--- src/rtl/core/mtwp_pkg.sv ---
package mtwp_pkg;

    localparam int COUNT_W = 17;

    localparam logic [COUNT_W-1:0] COUNT_MAX        = {COUNT_W{1'b1}};
    localparam logic [COUNT_W-1:0] MIN_HEADER_BYTES = COUNT_W'(8);
    localparam logic [COUNT_W-1:0] MBAP_BYTES       = COUNT_W'(7);
    localparam logic [COUNT_W-1:0] FULL_FRAME_BYTES = COUNT_W'(12);

    localparam logic [7:0] FUNC_WRITE_SINGLE = 8'h06;

    // Byte positions in the frame that carry captured fields
    typedef enum logic [3:0] {
        POS_TXN_HI   = 4'd0,
        POS_TXN_LO   = 4'd1,
        POS_PROTO_HI = 4'd2,
        POS_PROTO_LO = 4'd3,
        POS_LEN_HI   = 4'd4,
        POS_LEN_LO   = 4'd5,
        POS_UNIT     = 4'd6,
        POS_FUNC     = 4'd7,
        POS_ADDR_HI  = 4'd8,
        POS_ADDR_LO  = 4'd9,
        POS_VAL_HI   = 4'd10,
        POS_VAL_LO   = 4'd11
    } t_pos;

    typedef enum logic [2:0] {
        ST_OK          = 3'd0,
        ST_TOO_SHORT   = 3'd1,
        ST_BAD_PROTO   = 3'd2,
        ST_LEN_MISMATCH = 3'd3,
        ST_BAD_FUNC    = 3'd4
    } t_status;

    typedef struct packed {
        logic [7:0] frame_byte;
        logic       last_byte;
    } t_byte_req;

    typedef struct packed {
        logic [15:0] txn_id;
        logic [7:0]  unit_id;
        logic [7:0]  func_code;
        logic [15:0] register_address;
        logic [15:0] register_value;
        t_status     status;
    } t_result;

endpackage

--- src/rtl/core/modbus_tcp_write_frame_parser.sv ---
// Modbus/TCP write-single-register frame parser. Takes one frame byte per
// cycle, flagged on the final byte, and gives one result per frame: the
// final byte goes into the input register, then through the capture and
// check logic into the result register. Sustained rate is one byte per
// cycle; only a final byte waits, and only while the result register still
// holds an untaken result. Status is 0 ok, 1 too short, 2 bad protocol id,
// 3 length mismatch, 4 unsupported function; the fields always show the
// bytes captured, and positions the frame never reached read as zero.
module modbus_tcp_write_frame_parser (
    input  logic        i_clk,
    input  logic        i_rst_n,
    input  logic        i_valid,
    output logic        o_ready,
    input  logic [7:0]  i_frame_byte,
    input  logic        i_last_byte,
    output logic        o_valid,
    input  logic        i_ready,
    output logic [15:0] o_txn_id,
    output logic [7:0]  o_unit_id,
    output logic [7:0]  o_func_code,
    output logic [15:0] o_register_address,
    output logic [15:0] o_register_value,
    output logic [2:0]  o_status
);
    import mtwp_pkg::*;

    t_byte_req in_req;
    t_byte_req s_req;
    logic      s_valid;
    logic      adv;
    logic      out_free;
    t_result   cap_result;
    logic      r_out_valid;
    t_result   r_out;

    assign in_req.frame_byte = i_frame_byte;
    assign in_req.last_byte  = i_last_byte;

    assign out_free = !r_out_valid || i_ready;
    // Non-final bytes only update state; a final byte needs the result slot.
    assign adv      = s_valid && (!s_req.last_byte || out_free);

    mtwp_in_stage u_in_stage (
        .i_clk   (i_clk),
        .i_rst_n (i_rst_n),
        .i_valid (i_valid),
        .o_ready (o_ready),
        .i_req   (in_req),
        .i_adv   (adv),
        .o_valid (s_valid),
        .o_req   (s_req)
    );

    mtwp_field_capture u_capture (
        .i_clk    (i_clk),
        .i_rst_n  (i_rst_n),
        .i_fire   (adv),
        .i_req    (s_req),
        .o_result (cap_result)
    );

    always_ff @(posedge i_clk) begin
        if (!i_rst_n) begin
            r_out_valid <= 1'b0;
        end else if (adv && s_req.last_byte) begin
            r_out_valid <= 1'b1;
        end else if (i_ready) begin
            r_out_valid <= 1'b0;
        end
    end

    always_ff @(posedge i_clk) begin
        if (adv && s_req.last_byte) begin
            r_out <= cap_result;
        end
    end

    assign o_valid            = r_out_valid;
    assign o_txn_id           = r_out.txn_id;
    assign o_unit_id          = r_out.unit_id;
    assign o_func_code        = r_out.func_code;
    assign o_register_address = r_out.register_address;
    assign o_register_value   = r_out.register_value;
    assign o_status           = r_out.status;

    a_result_from_final: assert property (@(posedge i_clk) disable iff (!i_rst_n)
        $rose(o_valid) |-> $past(adv && s_req.last_byte))
        else $error("result appeared without a final byte");

    a_ok_is_write_single: assert property (@(posedge i_clk) disable iff (!i_rst_n)
        (o_valid && o_status == ST_OK) |-> o_func_code == FUNC_WRITE_SINGLE)
        else $error("ok status with wrong function code");

    a_no_final_overrun: assert property (@(posedge i_clk) disable iff (!i_rst_n)
        (adv && s_req.last_byte) |-> out_free)
        else $error("final byte overwrote an untaken result");

    a_stage_holds: assert property (@(posedge i_clk) disable iff (!i_rst_n)
        (s_valid && !adv) |=> (s_valid && $stable(s_req)))
        else $error("stalled byte lost in input register");

endmodule

--- src/rtl/core/mtwp_in_stage.sv ---
module mtwp_in_stage (
    input  logic                  i_clk,
    input  logic                  i_rst_n,
    input  logic                  i_valid,
    output logic                  o_ready,
    input  mtwp_pkg::t_byte_req   i_req,
    input  logic                  i_adv,
    output logic                  o_valid,
    output mtwp_pkg::t_byte_req   o_req
);
    import mtwp_pkg::*;

    logic      r_valid;
    t_byte_req r_req;

    assign o_ready = !r_valid || i_adv;
    assign o_valid = r_valid;
    assign o_req   = r_req;

    always_ff @(posedge i_clk) begin
        if (!i_rst_n) begin
            r_valid <= 1'b0;
        end else if (o_ready) begin
            r_valid <= i_valid;
        end
    end

    always_ff @(posedge i_clk) begin
        if (i_valid && o_ready) begin
            r_req <= i_req;
        end
    end

endmodule

--- src/rtl/core/mtwp_field_capture.sv ---
module mtwp_field_capture (
    input  logic                  i_clk,
    input  logic                  i_rst_n,
    input  logic                  i_fire,
    input  mtwp_pkg::t_byte_req   i_req,
    output mtwp_pkg::t_result     o_result
);
    import mtwp_pkg::*;

    logic [COUNT_W-1:0] r_count, n_count;
    logic [15:0]        r_txn, n_txn;
    logic [15:0]        r_proto, n_proto;
    logic [15:0]        r_len, n_len;
    logic [7:0]         r_unit, n_unit;
    logic [7:0]         r_func, n_func;
    logic [15:0]        r_addr, n_addr;
    logic [15:0]        r_val, n_val;
    logic [COUNT_W-1:0] len_total;
    logic [7:0]         b;
    t_status            status;

    assign b = i_req.frame_byte;

    always_comb begin
        n_txn   = r_txn;
        n_proto = r_proto;
        n_len   = r_len;
        n_unit  = r_unit;
        n_func  = r_func;
        n_addr  = r_addr;
        n_val   = r_val;
        if (r_count < FULL_FRAME_BYTES) begin
            case (t_pos'(r_count[3:0]))
                POS_TXN_HI:   n_txn[15:8]   = b;
                POS_TXN_LO:   n_txn[7:0]    = b;
                POS_PROTO_HI: n_proto[15:8] = b;
                POS_PROTO_LO: n_proto[7:0]  = b;
                POS_LEN_HI:   n_len[15:8]   = b;
                POS_LEN_LO:   n_len[7:0]    = b;
                POS_UNIT:     n_unit        = b;
                POS_FUNC:     n_func        = b;
                POS_ADDR_HI:  n_addr[15:8]  = b;
                POS_ADDR_LO:  n_addr[7:0]   = b;
                POS_VAL_HI:   n_val[15:8]   = b;
                POS_VAL_LO:   n_val[7:0]    = b;
                default: ;
            endcase
        end
        n_count = (r_count < COUNT_MAX) ? r_count + 1'b1 : r_count;
    end

    // A zero length field gives a total of six, below the header minimum, so it
    // always fails the compare.
    assign len_total = {{(COUNT_W-16){1'b0}}, n_len} + (MBAP_BYTES - 1'b1);

    always_comb begin
        if (n_count < MIN_HEADER_BYTES) begin
            status = ST_TOO_SHORT;
        end else if (n_proto != 16'd0) begin
            status = ST_BAD_PROTO;
        end else if (n_count != len_total) begin
            status = ST_LEN_MISMATCH;
        end else if (n_func != FUNC_WRITE_SINGLE) begin
            status = ST_BAD_FUNC;
        end else if (n_count < FULL_FRAME_BYTES) begin
            status = ST_TOO_SHORT;
        end else begin
            status = ST_OK;
        end
    end

    assign o_result.txn_id           = n_txn;
    assign o_result.unit_id          = n_unit;
    assign o_result.func_code        = n_func;
    assign o_result.register_address = n_addr;
    assign o_result.register_value   = n_val;
    assign o_result.status           = status;

    always_ff @(posedge i_clk) begin
        if (!i_rst_n || (i_fire && i_req.last_byte)) begin
            r_count <= '0;
            r_txn   <= '0;
            r_proto <= '0;
            r_len   <= '0;
            r_unit  <= '0;
            r_func  <= '0;
            r_addr  <= '0;
            r_val   <= '0;
        end else if (i_fire) begin
            r_count <= n_count;
            r_txn   <= n_txn;
            r_proto <= n_proto;
            r_len   <= n_len;
            r_unit  <= n_unit;
            r_func  <= n_func;
            r_addr  <= n_addr;
            r_val   <= n_val;
        end
    end

endmodule

--- config.mk ---
export PLATFORM = sky130hd
export DESIGN_NAME = modbus_tcp_write_frame_parser
export DESIGN_NICKNAME = d
export VERILOG_FILES = /design/src/rtl/core/mtwp_pkg.sv /design/src/rtl/core/modbus_tcp_write_frame_parser.sv /design/src/rtl/core/mtwp_in_stage.sv /design/src/rtl/core/mtwp_field_capture.sv
export SDC_FILE = /design/constraint.sdc
export NUM_CORES = 1
export LEC_CHECK = 0
export BUFFER_PORTS_ARGS = -buffer_cell sky130_fd_sc_hd__buf_2
export CORE_ASPECT_RATIO = 1.2
export CORE_UTILIZATION = 54
export DETAILED_ROUTE_END_ITERATION = 7
export PLACE_DENSITY = 0.8
export SYNTH_ARGS = -nofsm -noshare
export SYNTH_HDL_FRONTEND = slang
export SYNTH_SLANG_ARGS = --single-unit
--- constraint.sdc ---
create_clock -name i_clk -period 3.4 [get_ports i_clk]
set_input_delay 0.51 -clock i_clk [delete_from_list [all_inputs] [get_ports i_clk]]
set_output_delay 0.51 -clock i_clk [all_outputs]
set_load 0.05 [all_outputs]
==> reports/results.txt, run 1 <==
Status -> completed
RePlAce Congestion -> 0.943
Area added between synthesis and finish -> 15.1%
Synth area leader -> dfxtp_1
Slew @ Worst Pin -> 900 ps
Die Area -> 17,200 um^2
Worst path max stage delay -> 390 ps
Hold Buf Count CTS -> 0
Final Max Slew Viols -> 0
FFs w/ async S/R, synth -> 0
Setup tns final -> 0 ps
Share of cells above drive strength 1 -> 0.241
Die height -> 143 um
Worst EP arrival -> 3430 ps
Hold Crit Class -> input port to flip-flop
CP Capture Type -> flip-flop
Dpl cell area -> 9730 um^2
Place WS -> 106 ps
Antenna viol nets, final -> 0
Final instance area -> 10,400 um^2
Pwr/cell area -> 467 nW/um^2
Post-synth cell types -> 68
Max cap viols -> 0
Fin crit share -> 0.963
Clock Power Share -> 0.422
Crit Path Max Fanout -> 5
Largest net degree at the start of global routing -> 69
CTS sink cnt -> 191
GRT overflow -> 0
Total track usage -> 0.252
Prevailing post-synth register cell -> dfxtp_1
Routed via count -> 7,058
Slowest CP cell -> a2111oi_0
Peak supply drop -> 0.372 mV
CP Buf/Inv Count -> 0
Worst EP required -> 3560 ps
Initial Utilization -> 0.553
Vias/cell -> 5.80
Clock-pin slew on the worst setup and hold paths -> 70 ps
Clk buf depth -> 2
Int Power -> 3660 uW
Endpoints failing hold -> 0
DRT iter0 DRCs -> 430
R2R Path Start -> u_capture.r_count[10]
Fmax -> 305 MHz
Syn nets -> 930
Final min period -> 3280 ps
Yosys synthesis warning count -> 0
Router iterations before antenna repair -> 5
Switching share of power -> 0.243
# setup viols final -> 0
Mapped Avg Cell Area -> 9.87 um^2
Vias in the first global route -> 6,869
Setup Skew -> 13.3 ps
Die width -> 120 um
Pleak -> 0.00396 uW
Wirelength per Cell -> 17.6 um
CP top delay family -> simple AND/OR/NAND/NOR gates
Cell mode on critical path -> xor2_1
Ant diodes -> 0
IO Pins -> 82
Crit Path Class -> flip-flop to flip-flop
Flops & latches, synth -> 191
Share of the synthesized area in the top cell type -> 0.256
Final net count -> 1,010
Psw -> 1180 uW
Slew HR -> 0.400
Post-synthesis cell area -> 9000 um^2
Routed Wire Length -> 21,400 um
TritonCTS clock tree -> built
Worst skew pair latency -> 440 ps
Initial antenna violation count -> 0
Register-to-register setup slack -> 120 ps
Crit. Startpoint -> u_capture.r_count[10]
Post-synth EDFFs -> 76
Combinational Power Share -> 0.075
Clock root buffer -> clkbuf_16
Design Power -> 4840 uW
Startpoint Class -> flip-flop
Fin util -> 0.637
CTS Buf Count -> 17
Filler cell count -> 1,265
Post-synthesis cell count -> 912
Final setup margin -> 125 ps
Seq/Total Area, Yosys -> 0.509
Hold_sp -> i_frame_byte[7]
Number of I/O port buffers -> 81
# H-tree levels -> 4
FP Rows -> 51
Critical-path cell list -> nor4_4, and4_4, nand3_4, mux2i_4, ha_1, nor2_1, xor2_1, mux2i_1, xor2_1, nor4_2, nand4_1, a2111oi_0, o21ai_1
DP HPWL -> 14,200 um
Flop pwr share -> 0.503
Synth top area cells -> dfxtp_1, edfxtp_1, mux2_2
First-pass GRT wire length -> 33,400 um
Residual DRC -> 0
Core area -> 16,300 um^2
## stage by stage
| stage | hold WS [ps] | cells |
|---|---|---|
| after global placement | 438 | 1185 |
| after global routing | 254 | 1217 |
| after CTS | 247 | 1217 |
| final | 257 | 1217 |
| after detailed placement | 447 | 1185 |
| after floorplan | 433 | 912 |
## cells in the final DEF, fill, tap and decap left out, types with 17 or more instances in the layout
cell / instances
a21oi_1: 86
buf_2: 81
buf_4: 46
clkbuf_16: 17
dfxtp_1: 115
edfxtp_1: 76
mux2_2: 61
mux2i_1: 37
nand2_1: 180
nor2_1: 67
nor3_1: 18
o21ai_0: 20
xnor2_1: 28
## path summary, 6_finish.rpt
path / endpoint / cells after the start
worst max-delay path: o_status[0] / 13
worst min-delay path: u_in_stage.o_req[8] / 1
worst max register to register: o_status[0] / 13
worst min register to register: u_capture.r_val[13] / 2
## area by class of cell
class	instances	area [um^2]	share of cell area
multi-input cells	649	4130	0.399
inverters	6	22.5	0.00217
clock inverters	11	150	0.0145
well taps	212	265	0.0256
flip-flops and latches	191	4580	0.442
repair buffers	127	751	0.0724
clock buffers	21	460	0.0444
## logic make-up after synthesis
| logic type | count (synthesis) | share of synthesized area |
|---|---|---|
| flops | 191 | 0.509 |
| fa+ha+maj | 5 | 0.00695 |
| compound gates | 148 | 0.0957 |
| xor+xnor | 45 | 0.0484 |
| mux | 101 | 0.123 |
| simple gates | 350 | 0.181 |
| buf+inv | 72 | 0.0357 |
## cells in the mapped netlist, types with 3 or more instances
| library cell | count |
|---|---|
| inv_1 | 6 |
| and3_1 | 10 |
| buf_1 | 7 |
| o211ai_1 | 3 |
| a21oi_1 | 86 |
| nand4_1 | 13 |
| buf_6 | 5 |
| dfxtp_1 | 115 |
| a31oi_1 | 5 |
| mux2_2 | 61 |
| nand2b_1 | 3 |
| nand3_1 | 13 |
| nor2_1 | 67 |
| or3_1 | 4 |
| xnor3_1 | 3 |
| nor2b_1 | 4 |
| xnor2_1 | 28 |
| edfxtp_1 | 76 |
| ha_1 | 5 |
| nor4_1 | 5 |
| clkbuf_1 | 45 |
| xor2_1 | 14 |
| a211oi_1 | 10 |
| o21ai_0 | 20 |
| nor3_1 | 19 |
| nand2_1 | 181 |
| buf_2 | 8 |
| nor4_2 | 4 |
| and2_1 | 7 |
| mux2i_1 | 37 |
| and4_1 | 4 |
## power groups by stage
stage	logic [uW]	registers [uW]	clock network [uW]
floorplan	194	2540	0
global placement	354	2490	0
detailed placement	357	2490	0
CTS	359	2440	2050
global route	385	2440	2150
finish	362	2440	2040
## repair_timing
item	4_1_cts	5_1_grt
endpoints found under the setup margin	0	2
setup buffers	0	0
gates resized for setup	0	5
## state kept, by name, summed over array words and instances, names as in the netlist
name / cells
o_register_address: 16
o_txn_id: 16
u_capture.r_proto: 16
u_capture.r_func: 8
u_capture.r_count: 17
o_valid: 1
u_capture.r_addr: 16
u_in_stage.o_req: 9
o_func_code: 8
u_capture.r_len: 16
o_status: 3
u_capture.r_val: 16
u_in_stage.o_valid: 1
o_register_value: 16
u_capture.r_unit: 8
u_capture.r_txn: 16
o_unit_id: 8
## layer usage
metal,routed length (um),share of wire,track usage,vias to the layer above
met5,0,0,0,-
met4,700,0.033,0.130,0
li1,-,-,-,3370
met2,10800,0.51,0.445,242
met1,8700,0.41,0.292,3392
met3,1180,0.055,0.0452,54
Power figures use the tool's default switching activity.
==> run 2: changes to the inputs <==
--- a/config.mk
+++ b/config.mk
@@ -6,10 +6,12 @@
 export NUM_CORES = 1
 export LEC_CHECK = 0
 export BUFFER_PORTS_ARGS = -buffer_cell sky130_fd_sc_hd__buf_2
-export CORE_ASPECT_RATIO = 1.2
+export CORE_ASPECT_RATIO = 1.5
 export CORE_UTILIZATION = 54
 export DETAILED_ROUTE_END_ITERATION = 7
+export MAX_ROUTING_LAYER = met4
 export PLACE_DENSITY = 0.8
+export RECOVER_POWER = 100
 export SYNTH_ARGS = -nofsm -noshare
 export SYNTH_HDL_FRONTEND = slang
 export SYNTH_SLANG_ARGS = --single-unit
==> run 2 against run 1 <==
The flow now finishes with violations (max-capacitance violations, max-slew violations, negative setup slack). Worst setup slack worse by 190 ps. Flip-flop and latch count stayed put. Design area is 0.58% lower. Utilization is 0.33 points lower. Worst hold slack worse by 3.5 ps. Largest power group unchanged.
==> reports/results.txt, run 2 (synthesis results as in run 1) <==
CP top delay family -> simple AND/OR/NAND/NOR gates
Residual DRC -> 0 (unchanged)
Peak supply drop -> 0.331 mV (-11%)
Top Usage Layer GRT -> met2
CP Buf/Inv Count -> 0 (unchanged)
Most frequent cells in the layout -> nand2_1, dfxtp_1, a21oi_1, edfxtp_1, clkbuf_1
Met2 Usage GRT -> 0.459 (+0.0136)
Routed Wire Length -> 22,600 um (+5.8%)
Design Power -> 4860 uW (+0.37%)
Cell mode on critical path -> xor2_1
Clock root buffer -> clkbuf_16
Final net count -> 1,012 (+0.20%)
Clk buf depth -> 2 (unchanged)
Startpoint Class -> flip-flop
Initial Utilization -> 0.554 (about the same)
Die height -> 160 um (+12%)
TritonCTS clock tree -> built
Die Area -> 17,200 um^2 (about the same)
RePlAce Congestion -> 0.948 (+0.55%)
Vias in the first global route -> 6,861 (-0.12%)
Worst skew pair latency -> 430 ps (about the same)
Core area -> 16,300 um^2 (about the same)
Ant diodes -> 0 (unchanged)
Commonest non-fill, non-tap cell in the layout -> nand2_1
GRT overflow -> 0 (unchanged)
# setup viols final -> 1 (+1)
Worst EP required -> 3650 ps (+90 ps)
Hold Slack -> 254 ps (-3.53 ps)
Status -> finished with violations
Slowest CP cell -> nor4_2
Critical-path cell list -> nor4_4, and4_4, nand3_4, nor2_1, a21oi_1, ha_2, nor2_2, xor2_1, mux2i_1, xor2_1, nor4_2, nand4_1, a211o_1, nor4b_2
RSZ-0062 raised after global routing -> yes
# H-tree levels -> 4 (unchanged)
Setup Skew -> 12.9 ps (-0.324 ps)
Fmax -> 289 MHz (-5.5%)
Clock-pin slew on the worst setup and hold paths -> 80 ps (about the same)
Worst EP arrival -> 3720 ps (+290 ps)
Max cap viols -> 1 (+1)
Total track usage -> 0.275 (+0.0229)
Final setup margin -> -65.8 ps (-191 ps)
Final Max Slew Viols -> 69 (+69)
Slew @ Worst Pin -> 1840 ps (+935 ps)
Pleak -> 0.00374 uW (-5.5%)
CTS sink cnt -> 191 (unchanged)
Endpoints failing hold -> 0 (unchanged)
Routed via count -> 7,149 (+1.3%)
Pwr/cell area -> 471 nW/um^2 (+0.95%)
Router iterations before antenna repair -> 6 (+1)
Slew HR -> -0.223 (-0.624)
GR Util met1 -> 0.303 (+0.0118)
Fin crit share -> 1.02 (+0.0561)
CP Capture Type -> flip-flop
Hold Crit Class -> input port to flip-flop
Place WS -> 52.6 ps (-52.9 ps)
Wirelength per Cell -> 18.6 um (+6.1%)
Met3 Use GR -> 0.0518 (+0.00660)
Worst path max stage delay -> 370 ps (-20 ps)
Number of I/O port buffers -> 81 (unchanged)
Area added between synthesis and finish -> 14.5%
IO Pins -> 82 (unchanged)
Final min period -> 3470 ps (+191 ps)
Die width -> 107 um (-10%)
Filler cell count -> 1,310 (+3.6%)
Crit Path Class -> flip-flop to flip-flop
Vias/cell -> 5.89 (+1.6%)
Biggest register -> u_capture.r_count
Max FFs per register -> 17 (unchanged)
First-pass GRT wire length -> 35,200 um (+5.2%)
Initial antenna violation count -> 0 (unchanged)
Violated checks -> max-capacitance violations, max-slew violations, negative setup slack
Share of cells above drive strength 1 -> 0.176 (-0.0650)
DRT iter0 DRCs -> 496 (+15%)
Crit Path Max Fanout -> 6 (+1)
Largest net degree at the start of global routing -> 69 (unchanged)
Antenna viol nets, final -> 0 (unchanged)
DP HPWL -> 14,700 um (+3.2%)
CTS Buf Count -> 17 (unchanged)
FP Rows -> 57 (+12%)
-- run 2: cell types whose count changed in the layout (fill, tap and decap cells not counted), moves of 2 or more --
cell      before  now
clkbuf_1       2   73
buf_2         81   11
clkinv_8       1    5
buf_4         46   43
clkinv_4       3    0
clkbuf_2       0    2
clkbuf_8       2    0
dfxtp_1      115  113
dfxtp_2        0    2
nor2_1        67   65
nor2_2         0    2
-- run 2: final cells by class --
class / instances / area [um^2] / share of cell area
Sequential cell: 191 / 4590 / 0.445
Multi-Input combinational cell: 649 / 4160 / 0.403
Timing Repair Buffer: 129 / 662 / 0.0642
Clock buffer: 17 / 425 / 0.0413
Tap cell: 206 / 258 / 0.0250
Clock inverter: 15 / 195 / 0.0189
Inverter: 6 / 22.5 / 0.00219
-- run 2: per-stage QoR --
step	instance area (um^2)	utilization	TNS [ps]	std cells
floorplan	9000	-	0	912
global placement	9710	0.597	0	1177
detailed placement	9710	0.597	0	1177
CTS	10300	0.636	0	1209
global route	10300	0.634	-529	1213
finish	10300	0.634	-65.8	1213
-- run 2: worst paths after layout --
path | cells past startpoint | startpoint | slack (ps) | end
max reg2reg | 14 | u_capture.r_count[7] | -70 | o_status[2]
max | 14 | u_capture.r_count[7] | -70 | o_status[2]
min | 1 | i_frame_byte[6] | 250 | u_in_stage.o_req[7]
min reg2reg | 2 | u_capture.r_unit[3] | 450 | u_capture.r_unit[3]
-- run 2: repair_timing --
item	4_1_cts	5_1_grt
endpoints found under the hold margin	0	0
resized for setup	2	11
setup endpoints to repair	1	3
hold buffers	0	0
pin swaps	0	9
setup buffers	0	4
-- run 2: report_power, final --
group	switching, uW	internal [uW]	total [uW]	leakage (uW)
Combinational	266	98.1	364	0.00177
Sequential	25.1	2410	2440	0.00167
Clock	989	1070	2050	0.000293
Total	1280	3580	4860	0.00374
-- run 2: routing by layer --
layer / routed length [um] / share of wire
met5: 0 / 0
met1: 8520 / 0.38
met4: 1160 / 0.051
met2: 11700 / 0.52
met3: 1270 / 0.056
